**config.mk**
```make
export PLATFORM = sky130hd
export DESIGN_NAME = horner_poly_eval_mod_p_core
export DESIGN_NICKNAME = d
export VERILOG_FILES = /design/src/sv/hpm_pkg.sv /design/src/sv/hpm_ctrl.sv /design/src/sv/hpm_datapath.sv /design/src/sv/horner_poly_eval_mod_p_core.sv
export SDC_FILE = /design/constraint.sdc
export NUM_CORES = 1
export LEC_CHECK = 0
export BUFFER_PORTS_ARGS = -buffer_cell sky130_fd_sc_hd__buf_2
export CAP_MARGIN = 0
export CORE_MARGIN = 2
export CORE_UTILIZATION = 50
export DETAILED_ROUTE_END_ITERATION = 10
export PLACE_DENSITY = 0.64
export SETUP_SLACK_MARGIN = 0.15
export SYNTH_ARGS = -nofsm -noshare
export SYNTH_HDL_FRONTEND = slang
export SYNTH_HIERARCHICAL = 1
export SYNTH_SLANG_ARGS = --single-unit
```
**constraint.sdc**
```tcl
create_clock -name clock -period 11.2 [get_ports clock]
set_input_delay 0.56 -clock clock [delete_from_list [all_inputs] [get_ports clock]]
set_output_delay 0.56 -clock clock [all_outputs]
set_load 0.02 [all_outputs]
```
**src/sv/hpm_pkg.sv**
```systemverilog
// Shared types and constants for the Horner evaluator mod p.
// Used by hpm_ctrl, hpm_datapath and horner_poly_eval_mod_p_core; no dependencies.
package hpm_pkg;

   localparam int WORD_BITS  = 32;
   localparam int COEFF_BITS = 32;
   localparam int STEP_BITS  = $clog2(WORD_BITS);

   localparam logic [WORD_BITS-1:0] CoeffMask = (COEFF_BITS >= WORD_BITS) ? '1 :
      WORD_BITS'((64'd1 << COEFF_BITS) - 64'd1);
   localparam logic [WORD_BITS-1:0] PrimeReset = WORD_BITS'(2);
   localparam logic [STEP_BITS-1:0] LastStep   = STEP_BITS'(WORD_BITS - 1);

   typedef enum logic [2:0] {
      ST_IDLE,
      ST_LOAD,
      ST_RUN,
      ST_FIXUP,
      ST_COMMIT
   } ctrl_state_type;

   typedef enum logic [1:0] {
      OP_FIRST,
      OP_FIX,
      OP_MAC
   } op_type;

   typedef struct packed {
      logic capture;
      logic start;
      logic step;
      logic fixup;
      logic commit;
   } ctrl_cmd_type;

   typedef struct packed {
      logic mod_zero;
      logic last;
      logic run_done;
      logic fix_pass;
      logic out_free;
   } dp_status_type;

endpackage

```
**src/sv/hpm_ctrl.sv**
```systemverilog
// Sequencer for the Horner evaluator: accept, load, serial run, fixup, commit.
// Depends on hpm_pkg.
module hpm_ctrl (
   input  logic                   clock,
   input  logic                   reset,
   input  logic                   req_tvalid,
   output logic                   req_tready,
   input  hpm_pkg::dp_status_type status,
   output hpm_pkg::ctrl_cmd_type  cmd
);
   import hpm_pkg::*;

   ctrl_state_type state_ff, state_in;

   always_ff @(posedge clock) begin
      if (reset) begin
         state_ff <= ST_IDLE;
      end else begin
         state_ff <= state_in;
      end
   end

   always_comb begin
      state_in = state_ff;
      unique case (state_ff)
         ST_IDLE: begin
            if (req_tvalid) state_in = ST_LOAD;
         end
         ST_LOAD: begin
            state_in = status.mod_zero ? ST_COMMIT : ST_RUN;
         end
         ST_RUN: begin
            if (status.run_done) state_in = status.fix_pass ? ST_FIXUP : ST_COMMIT;
         end
         ST_FIXUP: begin
            state_in = ST_LOAD;
         end
         ST_COMMIT: begin
            if (!status.last || status.out_free) state_in = ST_IDLE;
         end
         default: begin
            state_in = ST_IDLE;
         end
      endcase
   end

   always_comb begin
      cmd        = '0;
      req_tready = 1'b0;
      unique case (state_ff)
         ST_IDLE: begin
            req_tready  = 1'b1;
            cmd.capture = req_tvalid;
         end
         ST_LOAD: begin
            cmd.start = !status.mod_zero;
         end
         ST_RUN: begin
            cmd.step = 1'b1;
         end
         ST_FIXUP: begin
            cmd.fixup = 1'b1;
         end
         ST_COMMIT: begin
            cmd.commit = !status.last || status.out_free;
         end
         default: begin
            cmd = '0;
         end
      endcase
   end

endmodule

```
**src/sv/hpm_datapath.sv**
```systemverilog
// Datapath: modulus register, Horner state, two bit-serial mod-p units, result register.
// Depends on hpm_pkg; driven by hpm_ctrl commands.
module hpm_datapath (
   input  logic                                 clock,
   input  logic                                 reset,
   input  logic                                 csr_valid,
   input  logic [hpm_pkg::WORD_BITS-1:0]        csr_data,
   input  logic [hpm_pkg::WORD_BITS-1:0]        in_coefficient,
   input  logic [hpm_pkg::WORD_BITS-1:0]        in_eval_point,
   input  logic                                 in_first,
   input  logic                                 in_last,
   input  hpm_pkg::ctrl_cmd_type                cmd,
   output hpm_pkg::dp_status_type               status,
   input  logic                                 rsp_tready,
   output logic                                 rsp_tvalid,
   output logic [hpm_pkg::WORD_BITS-1:0]        rsp_result,
   output logic                                 rsp_error
);
   import hpm_pkg::*;

   logic [WORD_BITS-1:0] prime_ff;
   logic                 stale_ff;
   logic [WORD_BITS-1:0] acc_ff, held_ff;
   logic [WORD_BITS-1:0] coef_ff, point_ff;
   logic                 first_ff, last_ff;
   op_type               op_ff;
   logic [WORD_BITS-1:0] ma_ff, mb_ff, cs_ff;
   logic [WORD_BITS-1:0] rm_ff, rc_ff;
   logic [STEP_BITS-1:0] cnt_ff;
   logic                 rsp_valid_ff;
   logic [WORD_BITS-1:0] rsp_result_ff;
   logic                 rsp_error_ff;

   logic [WORD_BITS+1:0] m_sum, m_red1, m_red2, p_ext2;
   logic [WORD_BITS:0]   c_sum, c_red, p_ext1, s_sum, s_red;
   logic [WORD_BITS-1:0] rm_in, rc_in, acc_in;
   logic                 mod_zero;
   logic                 rsp_valid_in;
   logic                 stale_in;

   assign mod_zero = (prime_ff == '0);
   assign p_ext2   = {2'b00, prime_ff};
   assign p_ext1   = {1'b0, prime_ff};

   // Multiplier step: r = (2r + bit*a) mod p, with a below p (or a one for reduction).
   always_comb begin
      m_sum  = {1'b0, rm_ff, 1'b0} + (mb_ff[WORD_BITS-1] ? {2'b00, ma_ff} : '0);
      m_red1 = (m_sum >= p_ext2) ? m_sum - p_ext2 : m_sum;
      m_red2 = (m_red1 >= p_ext2) ? m_red1 - p_ext2 : m_red1;
      rm_in  = m_red2[WORD_BITS-1:0];
   end

   // Reduction step: r = (2r + bit) mod p.
   always_comb begin
      c_sum = {rc_ff, cs_ff[WORD_BITS-1]};
      c_red = (c_sum >= p_ext1) ? c_sum - p_ext1 : c_sum;
      rc_in = c_red[WORD_BITS-1:0];
   end

   // Final add of product and reduced coefficient.
   always_comb begin
      s_sum  = {1'b0, rm_ff} + {1'b0, rc_ff};
      s_red  = (s_sum >= p_ext1) ? s_sum - p_ext1 : s_sum;
      acc_in = first_ff ? rc_ff : s_red[WORD_BITS-1:0];
   end

   // Result valid: drop on a taken transaction, raise on a committed last item.
   // Stale flag: raise on a modulus write, drop once the state is reduced again.
   always_comb begin
      rsp_valid_in = rsp_valid_ff;
      if (rsp_valid_ff && rsp_tready) rsp_valid_in = 1'b0;
      if (cmd.commit && last_ff) rsp_valid_in = 1'b1;
      stale_in = stale_ff;
      if (cmd.fixup || cmd.commit) stale_in = 1'b0;
      if (csr_valid) stale_in = 1'b1;
   end

   always_comb begin
      status.mod_zero = mod_zero;
      status.last     = last_ff;
      status.run_done = (cnt_ff == LastStep);
      status.fix_pass = (op_ff == OP_FIX);
      status.out_free = !rsp_valid_ff || rsp_tready;
   end

   // Control and state registers.
   always_ff @(posedge clock) begin
      if (reset) begin
         prime_ff     <= PrimeReset;
         stale_ff     <= 1'b0;
         acc_ff       <= '0;
         held_ff      <= '0;
         rsp_valid_ff <= 1'b0;
      end else begin
         if (csr_valid) prime_ff <= csr_data;
         stale_ff     <= stale_in;
         rsp_valid_ff <= rsp_valid_in;
         if (cmd.fixup) begin
            acc_ff  <= rc_ff;
            held_ff <= rm_ff;
         end
         if (cmd.commit) begin
            if (mod_zero) begin
               acc_ff  <= '0;
               held_ff <= '0;
            end else begin
               acc_ff <= acc_in;
               if (first_ff) held_ff <= rm_ff;
            end
         end
      end
   end

   // Payload registers.
   always_ff @(posedge clock) begin
      if (cmd.capture) begin
         coef_ff  <= in_coefficient & CoeffMask;
         point_ff <= in_eval_point;
         first_ff <= in_first;
         last_ff  <= in_last;
      end
      if (cmd.start) begin
         rm_ff  <= '0;
         rc_ff  <= '0;
         cnt_ff <= '0;
         if (first_ff) begin
            op_ff <= OP_FIRST;
            ma_ff <= WORD_BITS'(1);
            mb_ff <= point_ff;
            cs_ff <= coef_ff;
         end else if (stale_ff) begin
            op_ff <= OP_FIX;
            ma_ff <= WORD_BITS'(1);
            mb_ff <= held_ff;
            cs_ff <= acc_ff;
         end else begin
            op_ff <= OP_MAC;
            ma_ff <= acc_ff;
            mb_ff <= held_ff;
            cs_ff <= coef_ff;
         end
      end
      if (cmd.step) begin
         rm_ff  <= rm_in;
         rc_ff  <= rc_in;
         mb_ff  <= {mb_ff[WORD_BITS-2:0], 1'b0};
         cs_ff  <= {cs_ff[WORD_BITS-2:0], 1'b0};
         cnt_ff <= cnt_ff + STEP_BITS'(1);
      end
      if (cmd.commit && last_ff) begin
         rsp_result_ff <= mod_zero ? '0 : acc_in;
         rsp_error_ff  <= mod_zero;
      end
   end

   assign rsp_tvalid = rsp_valid_ff;
   assign rsp_result = rsp_result_ff;
   assign rsp_error  = rsp_error_ff;

endmodule

```
**src/sv/horner_poly_eval_mod_p_core.sv**
```systemverilog
// Top level of the Horner polynomial evaluator over Z/pZ.
// Depends on hpm_pkg, hpm_ctrl and hpm_datapath.
//
// Usage: write the prime modulus p on the csr_ channel while the block is idle
// (reset value 2). Stream coefficients on req_, highest degree first: the item
// with req_tuser high starts an evaluation and latches the point, the item with
// req_tlast high is the constant term and yields one transaction on rsp_.
// Each item runs through a bit-serial shift-add modular multiplier and a
// bit-serial reducer side by side, one bit per cycle, so a new item is
// accepted only once the last has passed accept, load, the steps and commit.
// After a modulus write the first non-leading item spends one extra pass
// (serial steps, fixup, reload) re-reducing the stored accumulator and point.
// The result is registered: rsp_tvalid rises the cycle after commit and
// holds until rsp_tready. A new item is accepted while a result waits; only
// a later last item stalls in commit until the pending result is taken.
// A zero modulus clears the state and gives result 0 with rsp_tuser high.
// Reset sets p to 2, clears accumulator and point, and drops rsp_tvalid.
module horner_poly_eval_mod_p_core (
   input  logic                                clock,
   input  logic                                reset,
   // Configuration: prime modulus
   input  logic                                csr_valid,
   output logic                                csr_ready,
   input  logic [hpm_pkg::WORD_BITS-1:0]       csr_data,
   // Coefficient stream
   input  logic                                req_tvalid,
   output logic                                req_tready,
   input  logic [2*hpm_pkg::WORD_BITS-1:0]     req_tdata,  // [31:0] coefficient, [63:32] eval_point
   input  logic                                req_tuser,  // first_coeff
   input  logic                                req_tlast,  // last_coeff
   // Result stream
   output logic                                rsp_tvalid,
   input  logic                                rsp_tready,
   output logic [hpm_pkg::WORD_BITS-1:0]       rsp_tdata,  // [31:0] eval_result
   output logic                                rsp_tuser   // modulus_error
);
   import hpm_pkg::*;

   ctrl_cmd_type  cmd;
   dp_status_type status;

   // Modulus writes are for the user to make only while idle; the block does not enforce this and always takes them.
   assign csr_ready = 1'b1;

   hpm_ctrl u_ctrl (
      .clock      (clock),
      .reset      (reset),
      .req_tvalid (req_tvalid),
      .req_tready (req_tready),
      .status     (status),
      .cmd        (cmd)
   );

   hpm_datapath u_datapath (
      .clock          (clock),
      .reset          (reset),
      .csr_valid      (csr_valid),
      .csr_data       (csr_data),
      .in_coefficient (req_tdata[WORD_BITS-1:0]),
      .in_eval_point  (req_tdata[2*WORD_BITS-1:WORD_BITS]),
      .in_first       (req_tuser),
      .in_last        (req_tlast),
      .cmd            (cmd),
      .status         (status),
      .rsp_tready     (rsp_tready),
      .rsp_tvalid     (rsp_tvalid),
      .rsp_result     (rsp_tdata),
      .rsp_error      (rsp_tuser)
   );

endmodule
```
# Yosys cells after proc, flatten, opt, wreduce, memory -nomap -nowiden
# Cells that the tools add are included.
dict set report op_classes {
  n_addsub 7
  magnitude_cmp 4
  n_eq_ne 9
  n_mux 42
  n_reduce_logical 16
}
# operator n
set ops {}
lappend ops {{32-bit 2-to-1 mux} 22}
lappend ops {{32-bit subtractor} 3}
lappend ops {{34-bit by 32-bit greater-or-equal comparator with 1-bit output} 2}
lappend ops {{33-bit by 32-bit greater-or-equal comparator with 1-bit output} 2}
lappend ops {{33-bit by 34-bit adder with 34-bit output} 1}
lappend ops {{34-bit 2-to-1 mux} 1}
lappend ops {{34-bit by 32-bit subtractor with 34-bit output} 1}
lappend ops {{32-bit by 32-bit adder with 33-bit output} 1}
lappend ops {{32-bit zero test} 1}
lappend ops {{3-bit 2-to-1 mux} 5}
lappend ops {{3-bit one-hot mux with 5 select lines} 1}
lappend ops {{1-bit 2-to-1 mux} 10}
lappend ops {{5-bit 2-to-1 mux} 2}
lappend ops {{2-bit nonzero test} 4}
lappend ops {{3-bit by 2-bit equality test with 1-bit output, second input constant} 2}
lappend ops {{5-bit by 1-bit adder with 5-bit output, second input constant} 1}
lappend ops {{5-bit equality test, second input constant} 1}
lappend ops {{2-bit inequality test, second input constant} 2}
lappend ops {{3-bit by 1-bit equality test with 1-bit output, second input constant} 1}
lappend ops {{3-bit equality test, second input constant} 1}
lappend ops {{1-bit zero test} 3}
lappend ops {{3-bit zero test} 1}
lappend ops {{1-bit logical OR} 3}
lappend ops {{3-bit AND reduction} 1}
lappend ops {{5 further kinds} 6}
dict set report word_totals {
  reg_bits 367
  input_bits 103
  output_inout_bits 36
  elab_cells 99
}

# Depth between registers and ports, before layout
# Gate-level depths: netlist of the first run.
dict set report depth {
  ltp_word 7
  mapped_depth 42
  depth_no_buf 37
}

# Cells and area by module
# Netlist of the first run, hierarchy kept.
# mod n_inst cells_per_inst area_each_um2 seq_area_each_um2
set by_module_without_submodules {}
lappend by_module_without_submodules {hpm_datapath 1 2682 25299.3 9929.5}
lappend by_module_without_submodules {hpm_ctrl 1 24 205.2 60.1}
lappend by_module_without_submodules {horner_poly_eval_mod_p_core 1 2 11.3 0.0}

# Worst setup path after synthesis of the first run
# OpenSTA, ideal clock, no wires.
dict set report synth_timing {
  path_kind {reg2reg}
  start {reg u_datapath.mb_ff[31]}
  end {reg u_datapath.rm_ff[17] (data pin)}
  setup_ns 0.258
  t_arrival_ns 7.705
  required_ns 10.942
  path_slack_ns 3.237
  stages_incl_launch_ff 38
  n_path_buf 5
  period_less_slack_ns 7.963
  path_cell_list {edfxtp_1 -> clkbuf_1 -> and2_1 -> ha_1 -> inv_1 -> fa_1 -> nand2b_1 -> a21oi_1 -> o21bai_1 -> a31oi_1 -> nor2_1 -> o21ai_0 -> xor2_1 -> ha_1 -> a21o_1 -> a211oi_1 -> o21ai_2 -> a2111oi_4 -> [... 2 more ...] -> nor2_1 -> buf_2 -> mux2_1 -> ha_1 -> a21o_1 -> o2bb2ai_1 -> a31o_2 -> o211ai_1 -> a31oi_1 -> o21ai_1 -> a211oi_1 -> a211o_1 -> or4_1 -> buf_6 -> nor2_8 -> buf_12 -> buf_12 -> mux2i_1}
}
dict set report synth_between {
  elab_chain_len 7
  elab_cells_between_ends 9
  classes_between {add/sub: 3; order compare: 2; mux: 4}
}
# item line_no
set synth_lines {}
lappend synth_lines {{start, declared} hpm_datapath.sv:27} ;# logic [WORD_BITS-1:0] ma_ff, mb_ff, cs_ff;
lappend synth_lines {{start signal, assigned} hpm_datapath.sv:129} ;# mb_ff <= point_ff;
lappend synth_lines {{start signal, assigned} hpm_datapath.sv:134} ;# mb_ff <= held_ff;
lappend synth_lines {{start signal, assigned} hpm_datapath.sv:139} ;# mb_ff <= held_ff;
lappend synth_lines {{32-bit 2-to-1 mux *} hpm_datapath.sv:47} ;# m_sum = {1'b0, rm_ff, 1'b0} + (mb_ff[WORD_BITS-1] ? {2'b00, ma_ff} : '0);
lappend synth_lines {{33-bit by 34-bit adder with 34-bit output *} hpm_datapath.sv:47}
lappend synth_lines {{34-bit by 32-bit subtractor with 34-bit output / 34-bit by 32-bit greater-or-equal comparator with 1-bit output (equally long branches)} hpm_datapath.sv:48} ;# m_red1 = (m_sum >= p_ext2) ? m_sum - p_ext2 : m_sum;
lappend synth_lines {{34-bit 2-to-1 mux *} hpm_datapath.sv:48}
lappend synth_lines {{32-bit subtractor / 34-bit by 32-bit greater-or-equal comparator with 1-bit output (equally long branches)} hpm_datapath.sv:49} ;# m_red2 = (m_red1 >= p_ext2) ? m_red1 - p_ext2 : m_red1;
lappend synth_lines {{32-bit 2-to-1 mux *} hpm_datapath.sv:49}
lappend synth_lines {{32-bit 2-to-1 mux *} hpm_datapath.sv:143} ;# if (cmd.step) begin
lappend synth_lines {{end signal, assigned} hpm_datapath.sv:144} ;# rm_ff <= rm_in;
lappend synth_lines {{end, declared} hpm_datapath.sv:28} ;# logic [WORD_BITS-1:0] rm_ff, rc_ff;
# Every way passes the cells marked *; elsewhere a longest branch is shown, timed or not.
# A chain may end at the register's enable or synchronous reset.

# Worst setup path in the final report of the first run
dict set report layout_timing {
  start {reg u_datapath.mb_ff[31]}
  end {reg u_datapath.rm_ff[7] (data pin)}
}
# The elaborated chain is that of the path after synthesis.

==> results of run 1 <==
-- layout make-up --
class,count,area [sq um],area share (%)
Clock inverter,13,120,0.426
Inverter,99,372,1.32
Timing Repair Buffer,160,871,3.09
Tap cell,672,841,2.98
Multi-Input combinational cell,2134,14700,52.3
Sequential cell,367,9990,35.5
Clock buffer,65,1250,4.45
-- per-layer routing --
metal  vias to the layer above  track usage, %  routed length [microns]
met1                     10100            38.5                    33200
met2                       693            46.5                    35300
li1                      10200               -                        -
met3                       196            3.16                     4640
met4                         4            15.8                     4590
met5                         -               0                       33
-- path summary, 6_finish.rpt --
check | to | slack, ns | start
max reg2reg | u_datapath/rm_ff[7]$_SDFFCE_PN0P_ | 1.20 | u_datapath/mb_ff[31]$_DFFE_PP_
min | u_datapath/point_ff[0]$_DFFE_PP_ | 0.16 | req_tdata[32]
max | u_datapath/rm_ff[7]$_SDFFCE_PN0P_ | 1.20 | u_datapath/mb_ff[31]$_DFFE_PP_
min reg2reg | u_datapath/held_ff[11]$_SDFF_PP0_ | 0.45 | u_datapath/held_ff[11]$_SDFF_PP0_
-- worst max-delay path, delay by kind of cell (launching register included) --
kind                     cells  cell delay, ns
XOR/XNOR                     1            0.28
buffers and inverters        3            0.40
multiplexers                 1            0.17
AND/OR/NAND/NOR              9            2.53
adder cells (fa/ha/maj)      5            1.34
AO/OA/AOI/OAI               19            4.25
flip-flops                   1            0.68
-- logic make-up after synthesis --
logic type | Yosys count | share of synthesized area (%)
simple gates | 833 | 15.4
compound gates | 729 | 18.2
flops | 367 | 39.2
mux | 215 | 8.58
buf+inv | 207 | 3.33
fa+ha+maj | 199 | 9.93
xor+xnor | 157 | 5.39
other cells | 1 | 0.0147
-- cell usage in the layout (no fill, tap or decap), types with 58 or more instances in the layout --
master	instances
nand2_1	298
edfxtp_1	264
nor2_1	212
ha_1	193
a21oi_1	191
mux2i_1	185
o21ai_0	159
buf_2	137
dfxtp_1	103
xnor2_1	99
inv_1	98
a21o_1	77
and2_1	70
xor2_1	58
-- flip-flops by register name, indices dropped and copies added (netlist names) --
name / count
u_datapath/rsp_tvalid: 1
u_datapath/prime_ff: 32
u_datapath/stale_ff: 1
u_datapath/first_ff: 1
u_datapath/rsp_error: 1
u_datapath/last_ff: 1
u_datapath/cs_ff: 32
u_datapath/cnt_ff: 5
u_datapath/held_ff: 32
u_datapath/rc_ff: 32
u_datapath/ma_ff: 32
u_datapath/coef_ff: 32
u_datapath/op_ff: 2
u_datapath/acc_ff: 32
u_ctrl/state_ff: 3
u_datapath/point_ff: 32
u_datapath/rsp_result: 32
u_datapath/rm_ff: 32
u_datapath/mb_ff: 32
-- power by group through the flow --
stage               sequential (mW)  combinational [mW]  clock [mW]
finish                         1.72                4.07        1.38
detailed placement             1.75                3.97           0
global placement               1.75                3.92           0
floorplan                      1.69                3.15           0
CTS                            1.72                4.00        1.40
global route                   1.73                4.48        1.46
==> impl_results.md, run 1 <==
- Core Rows: 82
- Period minus WS final: 10.0 ns
- Layout cell share with drive strength beyond 1: 9.62%
- Crit path max-delay cell type: or4_1
- PortBufs: 137
- Slew @ Worst Pin: 1.19 ns
- Register area share after synthesis: 39.2%
- Internal: 4.06 mW
- Cell Pwr Density: 254 mW/mm^2
- DRC viols: 0
- Max Freq: 100 MHz
- Initial DRC count: 1,715
- Die Span Y: 230 microns
- Setup violators final: 0
- Core area: 0.0503 sq mm
- Clock Skews: 0.0214 ns
- Die footprint: 0.0529 sq mm
- Sink Count: 367
- Post-synth top cells: 299 x nand2_1, 264 x edfxtp_1, 215 x nor2_1, 193 x ha_1, 192 x a21oi_1
- Top-count cell post-synth: nand2_1
- Period utilisation layout: 89.3%
- Root Driver: clkbuf_16
- LEAKAGE: 11.3 nW
- GRT Resource Usage Total: 29.0%
- Switching share of total power: 43.4%
- Sequential power share: 24.0%
- Post-synth EDFFs: 264
- Sw Pwr: 3.11 mW
- Finished Cell Area: 0.0282 sq mm
- Area share of the largest cell type after synthesis: 31.1%
- VDD IR max: 0.000135 V
- Routed WL: 77,800 microns
- Vias in the first global route: 20,600
- Post-Syn Nets: 3,010
- Pwr Total: 7.16 mW
- Post-CTS Resized: 0
- Ports: 139
- CTS Buf Count: 42
- Worst reg2reg path depth: 38
- Hold_ws: 0.160 ns
- Clock power share: 19.2%
- Status: finished clean
- Final Non-Filler Cells: 3,510
- Clock tree buffer depth: 3
- Drt via density: 6.05
- Initial core utilization: 50.8%
- Flops & latches, synth: 367
- Kind of critical path: register to register
- # fillers: 4,550
- Largest net degree at the start of global routing: 86
- Hold depth: 1
- Worst Setup End Kind: register
- Final Hold Viols: 0
- Min-Delay Path Class: primary input to register
- DR WL/cell: 22.2 microns
- Slew Viols, Final: 0
- Initial antenna violation count: 2
- Final Util: 56.0%
- Antenna cells: 0
- Synthesized area: 0.0255 sq mm
- Avg Inst Size Synth: 9.42 sq um
- Antenna viol nets, final: 0
- First-pass GRT wire length: 118,000 microns
- Reg clk slew, reported paths: 0.07 ns
- Placed Instances: 3,432
- Synth unique cells: 91
- CTS tree: done
- Placer Congestion: 1.02
- Worst path most repeated cell: a21oi_1
- Place WS: 1.39 ns
- DP HPWL: 60,200 microns
- Combinational power share: 56.8%
- Cells after Synth: 2,708
- Setup WS post-layout: 1.20 ns
- Critical path arrival: 10.28 ns
- Max-Cap Viols: 0
- Global route overflow: 0
- Drt first pass iters: 6
- Cts-stage hold buffer count: 0
- Die X: 230 microns
- Worst skew pair latency: 0.57 ns
- Dpl cell area: 0.0268 sq mm
- Post-synth top flop: edfxtp_1
- Synth area leader: edfxtp_1
- Layout net count: 3,106
- Slew headroom: 20.3%
- Fraction of registers with async set/reset: 0%
- Largest cells by area after synthesis: edfxtp_1 31%, ha_1 9.5%, dfxtp_1 8.1%
- Via count: 21,200
- Crit path max fanout: 29
- Final setup TNS: 0 ns
- CP startpoint kind: register
- Slowest stage delay, CP: 0.72 ns
- Setup Fix Bufs, Post-CTS: 0
- Htree depth: 2
- YS warnings: 6
- Area growth syn-to-layout: 10.4%
- RSZ-0062 raised after global routing: no
- CP required: 11.48 ns
No activity file was read; power rests on OpenSTA's default activity.
==> inputs of run 2 (changes only) <==
--- a/config.mk
+++ b/config.mk
@@ -5,12 +5,12 @@
 export SDC_FILE = /design/constraint.sdc
 export NUM_CORES = 1
 export LEC_CHECK = 0
-export BUFFER_PORTS_ARGS = -buffer_cell sky130_fd_sc_hd__buf_2
 export CAP_MARGIN = 0
 export CORE_MARGIN = 2
 export CORE_UTILIZATION = 50
 export DETAILED_ROUTE_END_ITERATION = 10
-export PLACE_DENSITY = 0.64
+export DONT_BUFFER_PORTS = 1
+export PLACE_DENSITY = 0.62
 export SETUP_SLACK_MARGIN = 0.15
 export SYNTH_ARGS = -nofsm -noshare
 export SYNTH_HDL_FRONTEND = slang
==> run 2 against run 1 <==
Global-route usage is 0.82 points higher. Critical path type unchanged. Maximum frequency shrank 3.0%. Sequential cell count unchanged. Largest cell class unchanged. Routed wire length is 2.5% higher. Total power is 0.90% higher.
==> impl_results.md, run 2 (synthesis results as in run 1) <==
- Worst Setup End Kind: register
- Worst skew pair latency: 0.59 ns (+0.02 ns)
- Cts-stage hold buffer count: 0 (unchanged)
- Root Driver: clkbuf_16
- Initial antenna violation count: 4 (+2)
- Setup violators final: 0 (unchanged)
- CP required: 11.50 ns (+0.02 ns)
- Critical path arrival: 10.61 ns (+0.33 ns)
- Reg clk slew, reported paths: 0.06 ns (about the same)
- Ports: 139 (unchanged)
- Core Rows: 82 (unchanged)
- CP Buf/Inv Count: 3 (unchanged)
- CP startpoint kind: register
- Setup Fix Bufs, Post-CTS: 0 (unchanged)
- Antenna cells: 0 (unchanged)
- Vias in the first global route: 19,900 (-3.3%)
- Cell Pwr Density: 263 mW/mm^2 (+3.3%)
- Hold_sp: reset
- Clock Skews: 0.0276 ns (+0.00621 ns)
- DP HPWL: 62,300 microns (+3.4%)
- RSZ-0062 raised after global routing: no
- Clock tree buffer depth: 3 (unchanged)
- Slew @ Worst Pin: 1.31 ns (+0.117 ns)
- Core area: 0.0503 sq mm (unchanged)
- Period minus WS final: 10.30 ns (+0.305 ns)
- Setup WS post-layout: 0.896 ns (-0.305 ns)
- VDD IR max: 0.000220 V (+63%)
- LEAKAGE: 10.7 nW (-4.6%)
- Crit path from: u_datapath/mb_ff[31]$_DFFE_PP_
- CTS tree: done
- Die footprint: 0.0529 sq mm (unchanged)
- Initial core utilization: 50.8% (unchanged)
- PortBufs: 0 (-100%)
- Largest net degree at the start of global routing: 85 (-1.2%)
- Final Non-Filler Cells: 3,376 (-3.8%)
- Place WS: 1.07 ns (-0.313 ns)
- Post-CTS Resized: 0 (unchanged)
- Worst r2r src: u_datapath/mb_ff[31]$_DFFE_PP_
- Die Span Y: 230 microns (unchanged)
- Slowest stage delay, CP: 0.96 ns (+0.24 ns)
- DRC viols: 0 (unchanged)
- Placed Instances: 3,294 (-4.0%)
- Final setup TNS: 0 ns (unchanged)
- Min-Delay Path Class: primary input to register
- Crit path max-delay cell type: edfxtp_1
- Global route overflow: 0 (unchanged)
- CP delay by family, top: compound AO/OA/AOI/OAI gates
- Via count: 20,500 (-3.3%)
- Period utilisation layout: 92.0% (+2.7 points)
- Pwr Total: 7.23 mW (+0.90%)
- Placer Congestion: 0.998 (-1.8%)
- Drt via density: 6.08 (+0.58%)
- GRT Resource Usage Total: 29.8% (+0.82 points)
- Antenna viol nets, final: 0 (unchanged)
- Slew Viols, Final: 0 (unchanged)
- Commonest non-fill, non-tap cells in the layout: 298 x nand2_1, 264 x edfxtp_1, 213 x nor2_1
- Leading cell type in the layout, fill and taps excluded: nand2_1
- Final Hold Viols: 0 (unchanged)
- CTS Buf Count: 44 (+4.8%)
- DR WL/cell: 23.6 microns (+6.6%)
- Drt first pass iters: 5 (-1)
- Kind of critical path: register to register
- Max-Cap Viols: 0 (unchanged)
- Sink Count: 367 (unchanged)
- Initial DRC count: 1,613 (-5.9%)
- Layout net count: 2,970 (-4.4%)
- Routed WL: 79,700 microns (+2.5%)
- Status: finished clean
- Die X: 230 microns (unchanged)
- First-pass GRT wire length: 120,000 microns (+1.7%)
- Area growth syn-to-layout: 7.86%
- Htree depth: 2 (unchanged)
- Slew headroom: 12.5% (-7.8 points)
- Worst path most repeated cell: ha_1
- Crit path max fanout: 33 (+14%)
- Layout cell share with drive strength beyond 1: 5.18% (-4.4 points)
- Max Freq: 97.1 MHz (-3.0%)
run 2: changes by cell type in the layout (fill, tap and decap cells not counted), moves of 2 or more:
| cell | delta |
|---|---|
| buf_2 | -137 |
| bufinv_16 | +2 |
| clkinv_1 | +6 |
| clkbuf_1 | -8 |
| clkbuf_16 | -2 |
| inv_6 | +4 |
run 2: path summary, 6_finish.rpt:
| path | endpoint | slack [ns] | cells after the start |
|---|---|---|---|
| hold reg to reg | u_datapath/held_ff[17]$_SDFF_PP0_ | 0.45 | 2 |
| setup reg to reg | u_datapath/rm_ff[13]$_SDFFCE_PN0P_ | 0.90 | 34 |
| hold / removal | u_ctrl/state_ff[2]$_SDFFE_PP0P_ | 0.04 | 1 |
| setup / recovery | u_datapath/rm_ff[13]$_SDFFCE_PN0P_ | 0.90 | 34 |
run 2: worst reg2reg max path, delay by kind of cell (launching register included):
| family | cells | cell delay (ns) |
|---|---|---|
| compound gates | 17 | 3.98 |
| simple gates | 7 | 2.44 |
| fa+ha+maj | 4 | 1.29 |
| flops | 1 | 0.96 |
| buf+inv | 3 | 0.55 |
| mux | 2 | 0.55 |
| xor+xnor | 1 | 0.26 |
run 2: final cells by class:
cell class | instances | area (sq um)
clock buffers | 56 | 1190
inverters | 99 | 372
flip-flops and latches | 367 | 9990
fillers | 4600 | 22800
repair buffers | 22 | 165
clock inverters | 26 | 248
well taps | 672 | 841
multi-input cells | 2134 | 14700
run 2: report_power, final:
group | internal (mW) | switching (mW) | leakage (nW)
Combinational | 1.64 | 2.43 | 6.67
Sequential | 1.62 | 0.116 | 3.36
Clock | 0.828 | 0.599 | 0.705
run 2: stage by stage:
step	instance area, sq um	util, %	hold slack [ns]
after floorplan	25500	-	0.431
after global placement	26100	51.9	0.441
after detailed placement	26100	51.9	0.448
after CTS	27500	54.7	0.0112
after global routing	27500	54.7	0.0134
final	27500	54.7	0.0397
run 2: per-layer routing:
metal / global-route usage (%) / vias up / share of wire [%]
met5: 0 / - / 0
met4: 12.3 / 0 / 4.2
met3: 3.06 / 136 / 4.8
met2: 49.1 / 585 / 47
met1: 40.2 / 9904 / 44
li1: - / 9906 / -
